## src/hdl/pmq_pkg.sv

```systemverilog
`default_nettype none
// ----------------------------------------------------------------------------
// Partitioned multi-queue package
// Sizes, codes and the command record shared by the front, the command queue
// and the back end of the partitioned multi-queue.
// ----------------------------------------------------------------------------
package pmq_pkg;

  localparam int TOTAL_SLOTS = 32;
  localparam int QUEUE_COUNT = 4;
  localparam int ITEM_BITS   = 32;
  localparam int SEG_SIZE    = TOTAL_SLOTS / QUEUE_COUNT;
  localparam int MAX_RESULTS = 8;

  localparam int MODE_BITS   = 2;
  localparam int QIDX_BITS   = 2;
  localparam int DATA_BITS   = 32;

  localparam int SLOT_BITS   = $clog2(TOTAL_SLOTS + 1);
  localparam int ADDR_BITS   = (TOTAL_SLOTS > 1) ? $clog2(TOTAL_SLOTS) : 1;
  localparam int CNT_BITS    = $clog2(MAX_RESULTS + 1);
  localparam int QSEL_BITS   = (QUEUE_COUNT > 1) ? $clog2(QUEUE_COUNT) : 1;

  localparam int OPQ_DEPTH      = 2;
  localparam int OPQ_PTR_BITS   = (OPQ_DEPTH > 1) ? $clog2(OPQ_DEPTH) : 1;
  localparam int OPQ_CNT_BITS   = $clog2(OPQ_DEPTH + 1);
  localparam int RESQ_DEPTH     = 4;
  localparam int RESQ_PTR_BITS  = (RESQ_DEPTH > 1) ? $clog2(RESQ_DEPTH) : 1;
  localparam int RESQ_CNT_BITS  = $clog2(RESQ_DEPTH + 1);

  localparam logic [MODE_BITS-1:0] MODE_ENQ  = 2'd0;
  localparam logic [MODE_BITS-1:0] MODE_DEQ  = 2'd1;
  localparam logic [MODE_BITS-1:0] MODE_LIST = 2'd2;

  typedef enum logic [1:0] {
    ST_OK    = 2'd0,
    ST_FULL  = 2'd1,
    ST_EMPTY = 2'd2
  } status_t;

  // One classified command: a store write, a run of store reads, or a bare
  // status result.
  typedef struct packed {
    status_t                status;
    logic                   wr;
    logic                   rd;
    logic [ADDR_BITS-1:0]   addr;
    logic [CNT_BITS-1:0]    cnt;
    logic [ITEM_BITS-1:0]   data;
  } pmq_op_t;

endpackage
`default_nettype wire

```

## src/hdl/pmq_ram.sv

```systemverilog
`default_nettype none
// ----------------------------------------------------------------------------
// Generic RAM
// One write port and one read port with registered read data.
// ----------------------------------------------------------------------------
module pmq_ram #(
  parameter int WIDTH = 32,
  parameter int DEPTH = 32,
  localparam int AW = (DEPTH > 1) ? $clog2(DEPTH) : 1
) (
  input  logic             clk,
  input  logic             wr_en,
  input  logic [AW-1:0]    wr_addr,
  input  logic [WIDTH-1:0] wr_data,
  input  logic             rd_en,
  input  logic [AW-1:0]    rd_addr,
  output logic [WIDTH-1:0] rd_data
);

  logic [WIDTH-1:0] mem [DEPTH];

  always_ff @(posedge clk) begin
    if (wr_en) begin
      mem[wr_addr] <= wr_data;
    end
    if (rd_en) begin
      rd_data <= mem[rd_addr];
    end
  end

endmodule
`default_nettype wire

```

## src/hdl/pmq_front.sv

```systemverilog
`default_nettype none
// ----------------------------------------------------------------------------
// Partitioned multi-queue front end
// Accepts commands, holds the head and tail pointers of every queue and turns
// each command but mode 3 into a store operation or a status result for the back end.
// ----------------------------------------------------------------------------
module pmq_front import pmq_pkg::*; (
  input  logic                 clk,
  input  logic                 rst,
  input  logic                 push,
  input  logic [MODE_BITS-1:0] mode,
  input  logic [QIDX_BITS-1:0] queue_index,
  input  logic [DATA_BITS-1:0] item,
  input  logic                 op_full,
  output logic                 op_push,
  output pmq_op_t              op
);

  logic [SLOT_BITS-1:0] head_pointer [QUEUE_COUNT];
  logic [SLOT_BITS-1:0] tail_pointer [QUEUE_COUNT];

  logic [QSEL_BITS-1:0] q;
  logic                 in_range;
  logic                 accept;
  logic [SLOT_BITS-1:0] h;
  logic [SLOT_BITS-1:0] t;
  logic [SLOT_BITS-1:0] seg_end;
  logic [SLOT_BITS-1:0] fill;
  logic                 enq_ok;
  logic                 deq_ok;

  always_comb begin
    q        = QSEL_BITS'(queue_index);
    in_range = int'(queue_index) < QUEUE_COUNT;
    h        = head_pointer[q];
    t        = tail_pointer[q];
    seg_end  = SLOT_BITS'((int'(q) + 1) * SEG_SIZE);
    fill     = t - h;
    enq_ok   = t < seg_end;
    deq_ok   = t != h;
    accept   = push && !op_full && in_range;

    op        = '0;
    op.status = ST_OK;
    op_push   = 1'b0;
    if (accept) begin
      case (mode)
        MODE_ENQ: begin
          op_push = 1'b1;
          if (enq_ok) begin
            op.wr   = 1'b1;
            op.addr = t[ADDR_BITS-1:0];
            op.data = ITEM_BITS'(item);
          end else begin
            op.status = ST_FULL;
          end
        end
        MODE_DEQ: begin
          op_push = 1'b1;
          if (deq_ok) begin
            op.rd   = 1'b1;
            op.addr = h[ADDR_BITS-1:0];
            op.cnt  = CNT_BITS'(1);
          end else begin
            op.status = ST_EMPTY;
          end
        end
        MODE_LIST: begin
          op_push = 1'b1;
          if (deq_ok) begin
            op.rd   = 1'b1;
            op.addr = h[ADDR_BITS-1:0];
            op.cnt  = (int'(fill) > MAX_RESULTS) ? CNT_BITS'(MAX_RESULTS) : CNT_BITS'(fill);
          end else begin
            op.status = ST_EMPTY;
          end
        end
        default: begin
        end
      endcase
    end
  end

  always_ff @(posedge clk) begin
    if (rst) begin
      for (int i = 0; i < QUEUE_COUNT; i++) begin
        head_pointer[i] <= SLOT_BITS'(i * SEG_SIZE);
        tail_pointer[i] <= SLOT_BITS'(i * SEG_SIZE);
      end
    end else if (accept) begin
      case (mode)
        MODE_ENQ: begin
          if (enq_ok) begin
            tail_pointer[q] <= t + SLOT_BITS'(1);
          end
        end
        MODE_DEQ: begin
          if (deq_ok) begin
            head_pointer[q] <= h + SLOT_BITS'(1);
          end
        end
        default: begin
        end
      endcase
    end
  end

  a_head_behind_tail: assert property (@(posedge clk) disable iff (rst)
    in_range |-> (h <= t))
    else $error("head pointer passed tail pointer");

  a_tail_in_segment: assert property (@(posedge clk) disable iff (rst)
    in_range |-> (t <= seg_end))
    else $error("tail pointer left its segment");

endmodule
`default_nettype wire

```

## src/hdl/pmq_op_queue.sv

```systemverilog
`default_nettype none
// ----------------------------------------------------------------------------
// Partitioned multi-queue command queue
// Short FIFO of classified commands between the front end and the back end.
// ----------------------------------------------------------------------------
module pmq_op_queue import pmq_pkg::*; (
  input  logic    clk,
  input  logic    rst,
  input  logic    wr_en,
  input  pmq_op_t wr_op,
  output logic    full,
  output logic    valid,
  input  logic    rd_en,
  output pmq_op_t rd_op
);

  pmq_op_t                 entries [OPQ_DEPTH];
  logic [OPQ_PTR_BITS-1:0] wr_ptr;
  logic [OPQ_PTR_BITS-1:0] rd_ptr;
  logic [OPQ_CNT_BITS-1:0] count;

  assign full  = int'(count) == OPQ_DEPTH;
  assign valid = count != '0;
  assign rd_op = entries[rd_ptr];

  always_ff @(posedge clk) begin
    if (rst) begin
      wr_ptr <= '0;
      rd_ptr <= '0;
      count  <= '0;
    end else begin
      if (wr_en) begin
        wr_ptr <= (int'(wr_ptr) == OPQ_DEPTH - 1) ? '0 : wr_ptr + OPQ_PTR_BITS'(1);
      end
      if (rd_en) begin
        rd_ptr <= (int'(rd_ptr) == OPQ_DEPTH - 1) ? '0 : rd_ptr + OPQ_PTR_BITS'(1);
      end
      if (wr_en && !rd_en) begin
        count <= count + OPQ_CNT_BITS'(1);
      end else if (rd_en && !wr_en) begin
        count <= count - OPQ_CNT_BITS'(1);
      end
    end
  end

  always_ff @(posedge clk) begin
    if (wr_en) begin
      entries[wr_ptr] <= wr_op;
    end
  end

  a_no_overflow: assert property (@(posedge clk) disable iff (rst)
    wr_en |-> (!full || rd_en))
    else $error("command queue written while full");

  a_no_underflow: assert property (@(posedge clk) disable iff (rst)
    rd_en |-> valid)
    else $error("command queue read while empty");

endmodule
`default_nettype wire

```

## src/hdl/pmq_back.sv

```systemverilog
`default_nettype none
// ----------------------------------------------------------------------------
// Partitioned multi-queue back end
// Carries out classified commands on the shared store, one store access per
// cycle while the result queue has room, and buffers the results for the receiver.
// ----------------------------------------------------------------------------
module pmq_back import pmq_pkg::*; (
  input  logic                 clk,
  input  logic                 rst,
  input  logic                 op_valid,
  input  pmq_op_t              op,
  output logic                 op_pop,
  output logic                 empty,
  input  logic                 pop,
  output logic [1:0]           status,
  output logic [DATA_BITS-1:0] item_out,
  output logic                 last
);

  typedef struct packed {
    status_t              status;
    logic [DATA_BITS-1:0] item;
    logic                 last;
  } pmq_res_t;

  logic                     busy;
  logic [ADDR_BITS-1:0]     cur_addr;
  logic [CNT_BITS-1:0]      remain;

  logic                     credit;
  logic                     issue;
  logic                     ram_wr;
  logic                     ram_rd;
  logic [ADDR_BITS-1:0]     rd_addr;
  logic                     iss_last;
  logic                     iss_rd;
  status_t                  iss_status;
  logic [ITEM_BITS-1:0]     ram_rd_data;

  logic                     s_valid;
  logic                     s_last;
  logic                     s_rd;
  status_t                  s_status;

  pmq_res_t                 res_q [RESQ_DEPTH];
  logic [RESQ_PTR_BITS-1:0] res_wr_ptr;
  logic [RESQ_PTR_BITS-1:0] res_rd_ptr;
  logic [RESQ_CNT_BITS-1:0] res_count;
  logic                     res_pop;

  pmq_ram #(
    .WIDTH(ITEM_BITS),
    .DEPTH(TOTAL_SLOTS)
  ) u_ram (
    .clk     (clk),
    .wr_en   (ram_wr),
    .wr_addr (op.addr),
    .wr_data (op.data),
    .rd_en   (ram_rd),
    .rd_addr (rd_addr),
    .rd_data (ram_rd_data)
  );

  always_comb begin
    credit     = (int'(res_count) + int'(s_valid)) < RESQ_DEPTH;
    issue      = 1'b0;
    op_pop     = 1'b0;
    ram_wr     = 1'b0;
    ram_rd     = 1'b0;
    rd_addr    = cur_addr;
    iss_last   = 1'b0;
    iss_rd     = 1'b0;
    iss_status = ST_OK;
    if (credit) begin
      if (busy) begin
        issue    = 1'b1;
        ram_rd   = 1'b1;
        iss_rd   = 1'b1;
        iss_last = remain == CNT_BITS'(1);
      end else if (op_valid) begin
        op_pop = 1'b1;
        issue  = 1'b1;
        if (op.rd) begin
          ram_rd   = 1'b1;
          rd_addr  = op.addr;
          iss_rd   = 1'b1;
          iss_last = op.cnt == CNT_BITS'(1);
        end else begin
          ram_wr     = op.wr;
          iss_last   = 1'b1;
          iss_status = op.status;
        end
      end
    end
  end

  assign res_pop  = pop && (res_count != '0);
  assign empty    = res_count == '0;
  assign status   = res_q[res_rd_ptr].status;
  assign item_out = res_q[res_rd_ptr].item;
  assign last     = res_q[res_rd_ptr].last;

  always_ff @(posedge clk) begin
    if (rst) begin
      busy       <= 1'b0;
      s_valid    <= 1'b0;
      res_wr_ptr <= '0;
      res_rd_ptr <= '0;
      res_count  <= '0;
    end else begin
      s_valid <= issue;
      if (credit && busy) begin
        if (remain == CNT_BITS'(1)) begin
          busy <= 1'b0;
        end
      end else if (credit && op_valid && op.rd && (op.cnt != CNT_BITS'(1))) begin
        busy <= 1'b1;
      end
      if (s_valid) begin
        res_wr_ptr <= (int'(res_wr_ptr) == RESQ_DEPTH - 1) ?
                      '0 : res_wr_ptr + RESQ_PTR_BITS'(1);
      end
      if (res_pop) begin
        res_rd_ptr <= (int'(res_rd_ptr) == RESQ_DEPTH - 1) ?
                      '0 : res_rd_ptr + RESQ_PTR_BITS'(1);
      end
      if (s_valid && !res_pop) begin
        res_count <= res_count + RESQ_CNT_BITS'(1);
      end else if (res_pop && !s_valid) begin
        res_count <= res_count - RESQ_CNT_BITS'(1);
      end
    end
  end

  always_ff @(posedge clk) begin
    s_last   <= iss_last;
    s_rd     <= iss_rd;
    s_status <= iss_status;
    if (credit && busy) begin
      cur_addr <= cur_addr + ADDR_BITS'(1);
      remain   <= remain - CNT_BITS'(1);
    end else if (credit && op_valid && op.rd) begin
      cur_addr <= op.addr + ADDR_BITS'(1);
      remain   <= op.cnt - CNT_BITS'(1);
    end
    if (s_valid) begin
      res_q[res_wr_ptr].status <= s_status;
      res_q[res_wr_ptr].item   <= s_rd ? DATA_BITS'(ram_rd_data) : '0;
      res_q[res_wr_ptr].last   <= s_last;
    end
  end

  a_result_has_room: assert property (@(posedge clk) disable iff (rst)
    s_valid |-> (int'(res_count) < RESQ_DEPTH))
    else $error("result arrived with no room in the result queue");

  a_busy_has_work: assert property (@(posedge clk) disable iff (rst)
    busy |-> (remain != '0))
    else $error("list run active with no words left");

  a_busy_from_pop: assert property (@(posedge clk) disable iff (rst)
    $rose(busy) |-> $past(op_pop))
    else $error("list run started without taking a command");

endmodule
`default_nettype wire

```

## src/hdl/partitioned_multi_queue.sv

```systemverilog
`default_nettype none
// ----------------------------------------------------------------------------
// Partitioned multi-queue
// Four linear FIFO queues sharing one 32-word store, eight words per queue.
// ----------------------------------------------------------------------------
// Commands enter through a queue-style port: a transaction is taken when push
// is high and full is low. Mode selects enqueue, dequeue or list, and
// queue_index selects the queue; mode 3 is dropped without a result.
// Results leave through a second queue-style port: the oldest result is shown
// while empty is low and is taken when pop is high. last marks the final
// result of a command.
// The first result of a command passes the command queue, the store read
// stage and the result queue. Enqueue and dequeue each take one store access,
// so one such command per cycle is sustained while results are popped. A list
// reads the store once per word it emits, up to eight words.
// A two-entry command queue and a four-entry result queue sit between the
// front and the back; when the receiver stops popping, the result queue fills,
// the back end stops and full rises once the command queue is full.
// Reset returns every queue to empty with its pointers at the segment start;
// the store keeps its contents, which are never read before being written.
// ----------------------------------------------------------------------------
module partitioned_multi_queue import pmq_pkg::*; (
  input  logic                 clk,
  input  logic                 rst,
  input  logic                 push,
  output logic                 full,
  input  logic [MODE_BITS-1:0] mode,
  input  logic [QIDX_BITS-1:0] queue_index,
  input  logic [DATA_BITS-1:0] item,
  output logic                 empty,
  input  logic                 pop,
  output logic [1:0]           status,
  output logic [DATA_BITS-1:0] item_out,
  output logic                 last
);

  logic    fe_push;
  pmq_op_t fe_op;
  logic    opq_valid;
  logic    opq_pop;
  pmq_op_t opq_op;

  pmq_front u_front (
    .clk         (clk),
    .rst         (rst),
    .push        (push),
    .mode        (mode),
    .queue_index (queue_index),
    .item        (item),
    .op_full     (full),
    .op_push     (fe_push),
    .op          (fe_op)
  );

  pmq_op_queue u_op_queue (
    .clk   (clk),
    .rst   (rst),
    .wr_en (fe_push),
    .wr_op (fe_op),
    .full  (full),
    .valid (opq_valid),
    .rd_en (opq_pop),
    .rd_op (opq_op)
  );

  pmq_back u_back (
    .clk      (clk),
    .rst      (rst),
    .op_valid (opq_valid),
    .op       (opq_op),
    .op_pop   (opq_pop),
    .empty    (empty),
    .pop      (pop),
    .status   (status),
    .item_out (item_out),
    .last     (last)
  );

endmodule
`default_nettype wire
```

## config.mk

```make
export PLATFORM = sky130hd
export DESIGN_NAME = partitioned_multi_queue
export DESIGN_NICKNAME = d
export VERILOG_FILES = /design/src/hdl/pmq_pkg.sv /design/src/hdl/pmq_ram.sv /design/src/hdl/pmq_front.sv /design/src/hdl/pmq_op_queue.sv /design/src/hdl/pmq_back.sv /design/src/hdl/partitioned_multi_queue.sv
export SDC_FILE = /design/constraint.sdc
export NUM_CORES = 2
export LEC_CHECK = 0
export BUFFER_PORTS_ARGS = -buffer_cell sky130_fd_sc_hd__clkbuf_2
export CORE_UTILIZATION = 55
export CTS_CLUSTER_DIAMETER = 30
export CTS_CLUSTER_SIZE = 16
export DETAILED_ROUTE_END_ITERATION = 10
export PLACE_DENSITY = 0.67
export SLEW_MARGIN = 20
export SYNTH_ARGS = -nofsm -noshare
export SYNTH_HDL_FRONTEND = slang
export SYNTH_SLANG_ARGS = --single-unit
```

## constraint.sdc

```tcl
create_clock -name clk -period 4.7 [get_ports clk]
set_input_delay 0 -clock clk [delete_from_list [all_inputs] [get_ports clk]]
set_output_delay 0 -clock clk [all_outputs]
set_load 0.02 [all_outputs]
```

==> run summary <==
Synth top area cells: edfxtp_1, nand2_1, mux2i_1, nand3_1, mux4_2
Clock Latency Late Sink: 0.79 ns
Routed WL: 137,000 um
Post-DP HPWL: 79,800 um
R2r endpoint: u_back.u_ram.rd_data[22]
Clk root buf: clkbuf_16
RSZ-0062 raised after global routing: false
Top cells by count, synth: edfxtp_1, nand2_1, nand3_1
Vias/cell: 6.10
CP most frequent cell: mux2i_1
Critical path cell sequence: mux2i_2 > nor4_4 > mux2_8 > buf_4 > mux2i_1 > mux2i_1 > o2111ai_1 > nor4_2
WHS: 0.0644 ns
TNS Setup: 0 ns
R2r setup slk: 0.59 ns
Worst r2r path cells: 8
Synth area leader: edfxtp_1
H-tree levels: 4
Async SR Flop Fraction: 0%
Cell area after placement: 0.0563 mm2
Placed instance count: 4,748
Crit-path max cell delay: 0.88 ns
DRT Pass-1 Iters: 6
Post-synthesis sequential area ratio: 75.9%
Syn-to-layout area delta: 19.8%
Initial Util: 55.5%
Initial drt markers: 3,754
CP bufs+invs: 1
Core area: 0.0967 mm2
Power Density: 675 mW/mm2
WL/cell: 26.4 um
Post-route ant nets: 0
Reg clk slew, reported paths: 0.05 ns
Congestion Overflow GR: 0
End of the worst hold path: u_op_queue.entries[1][6]
Hold_sp: item[6]
Post-synthesis cell type count: 58
Die extent in x: 314 um
Synth Register Bits: 1,363
Final instance area: 0.0643 mm2
Yosys top cell area share: 75.1%
Clk sinks: 1,363
Chip Height: 314 um
Syn Nets: 3,558
TritonCTS Buffers: 219
Power Total: 43.4 mW
Worst Hold Class: input pin to flop
Final period util: 87.4%
I/O Pins: 77
Skew final: 0.0284 ns
Crit-path max FO: 106
Status: complete, no violations
Worst hold path depth: 3
Clk buf depth: 3
Via Count: 31,760
Place WS: 0.732 ns
WP data required: 5.20 ns
Final WS setup: 0.594 ns
Crit. End Element: flop
IO buf count: 76
Max-slew headroom: 24.2%
Most common cell in the netlist: edfxtp_1
Actual slew at the worst max-slew pin: 1.14 ns
Final Critical Period: 4.11 ns
Post-synth EDFFs: 1,343
Final core occ: 66.5%
Hold Vio Cnt, Final: 0
Layout Cells excl Fill: 5,206
Number of global-route vias before repair: 31,487
Post-synthesis cell area: 0.0537 mm2
FILL cells: 6,534
Die ar.: 0.0989 mm2
# DRC: 0
Warning count from the yosys run: 0
Leak: 22.1 nW
Final nets: 3,802
Maximum clock rate: 0.244 GHz
Routability congestion estimate: 0.922
Crit path max-delay family: multiplexers
Final Max Slew Viols: 0
Final setup violating endpoints: 0
Share of layout cells above drive strength 1: 18.1%
First-pass GRT wire length: 202,000 um
Critical path's slowest cell: mux2_8
FP Rows: 114
Post-Syn Instances: 3,490
Initial antenna violation count: 4
Largest net degree at the start of global routing: 107
Peak supply drop: 0.603 mV
Max-Cap Viols: 0
Setup Crit Path Kind: flop to flop
CTS tree: done
Ys flop type: edfxtp_1
Gr usage total: 27.9%
Crit start category: flop
Mean area per synthesized cell: 15.4 um2
Post-CTS setup buffer count: 0
Crit path arrival time: 4.60 ns
==> cell families (layout without fill, tap and decap cells) <==
logic type,after synthesis,after routing,synth area share [%]
AOI/OAI and AO/OA,286,286,3.93
xor gates and xnor gates,25,25,0.408
adders and majority gates,28,28,0.681
buffers and inverters,220,653,1.74
DFF,1363,1363,75.9
muxes,295,295,6.69
other,0,7,0
and+or+nand+nor,1273,1273,10.7
==> worst register-to-register path, cell delays in order (launching register included) <==
cell and delay [ns]:
dfxtp_2 0.51, mux2i_2 0.22, nor4_4 0.81, mux2_8 0.89
buf_4 0.66, mux2i_1 0.28, mux2i_1 0.12, o2111ai_1 0.26
nor4_2 0.06
==> repair_timing <==
action,CTS,global route
gates resized for setup,0,0
hold endpoints to repair,94,0
hold buffers,40,0
==> metal layers <==
layer	up-vias	wire, um	GRT usage [%]
li1	13806	-	-
met1	16005	54800	38.6
met2	1688	64600	44.2
met3	261	12900	5.40
met4	0	4990	10.4
met5	-	0	0
==> sequential cells by signal (all words and copies together) (netlist names), 3 cells and up, named ones only <==
| signal | cells |
|---|---|
| u_back.cur_addr | 5 |
| u_back.remain | 4 |
| u_back.res_count | 3 |
| u_back.res_q | 140 |
| u_back.u_ram.mem | 1024 |
| u_back.u_ram.rd_data | 32 |
| u_front.head_pointer | 24 |
| u_front.tail_pointer | 24 |
| u_op_queue.entries | 90 |
==> final cells by class <==
class,instances,area (um2),share of cell area (%)
Sequential cell,1363,40700,63.4
Multi-Input combinational cell,1907,12500,19.4
Clock buffer,245,5630,8.76
Clock inverter,165,1900,2.96
Timing Repair Buffer,216,1840,2.86
Tap cell,1276,1600,2.48
Inverter,27,101,0.158
Antenna cell,7,17.5,0.0272
==> cells in the final DEF (no fill, tap or decap), drive strengths merged, types with 17 or more instances in the layout <==
cell type,n
buf,100
a32oi,96
clkinvlp,23
and2,71
a21oi,46
xnor2,17
o2111ai,32
mux4,47
nand3,272
a31oi,68
nor4,33
inv,44
nor2,110
o21ai,21
dfxtp,20
clkinv,93
mux2,37
nand2,734
ha,26
mux2i,211
dlygate4sd3,40
clkbuf,321
edfxtp,1343
bufinv,32
==> worst max path at each step <==
stage | to | start | depth (start not counted)
after floorplan | u_back.u_ram.rd_data[0] | u_back.s_valid | 4
after global placement | u_back.u_ram.rd_data[21] | u_back.res_count[0] | 8
after detailed placement | u_back.u_ram.rd_data[22] | u_back.res_count[1] | 8
after CTS | u_back.u_ram.rd_data[22] | flop | 8
after global routing | u_back.u_ram.rd_data[20] | flop | 8
final | u_back.u_ram.rd_data[22] | flop | 8
==> where the power goes <==
group,switching [mW],total (mW),internal (mW)
registers,0.586,15.6,15.1
clock network,5.70,16.1,10.4
logic,8.05,11.7,3.61
total,14.3,43.4,29.1
Note: power is estimated with default switching activity, not from simulation.
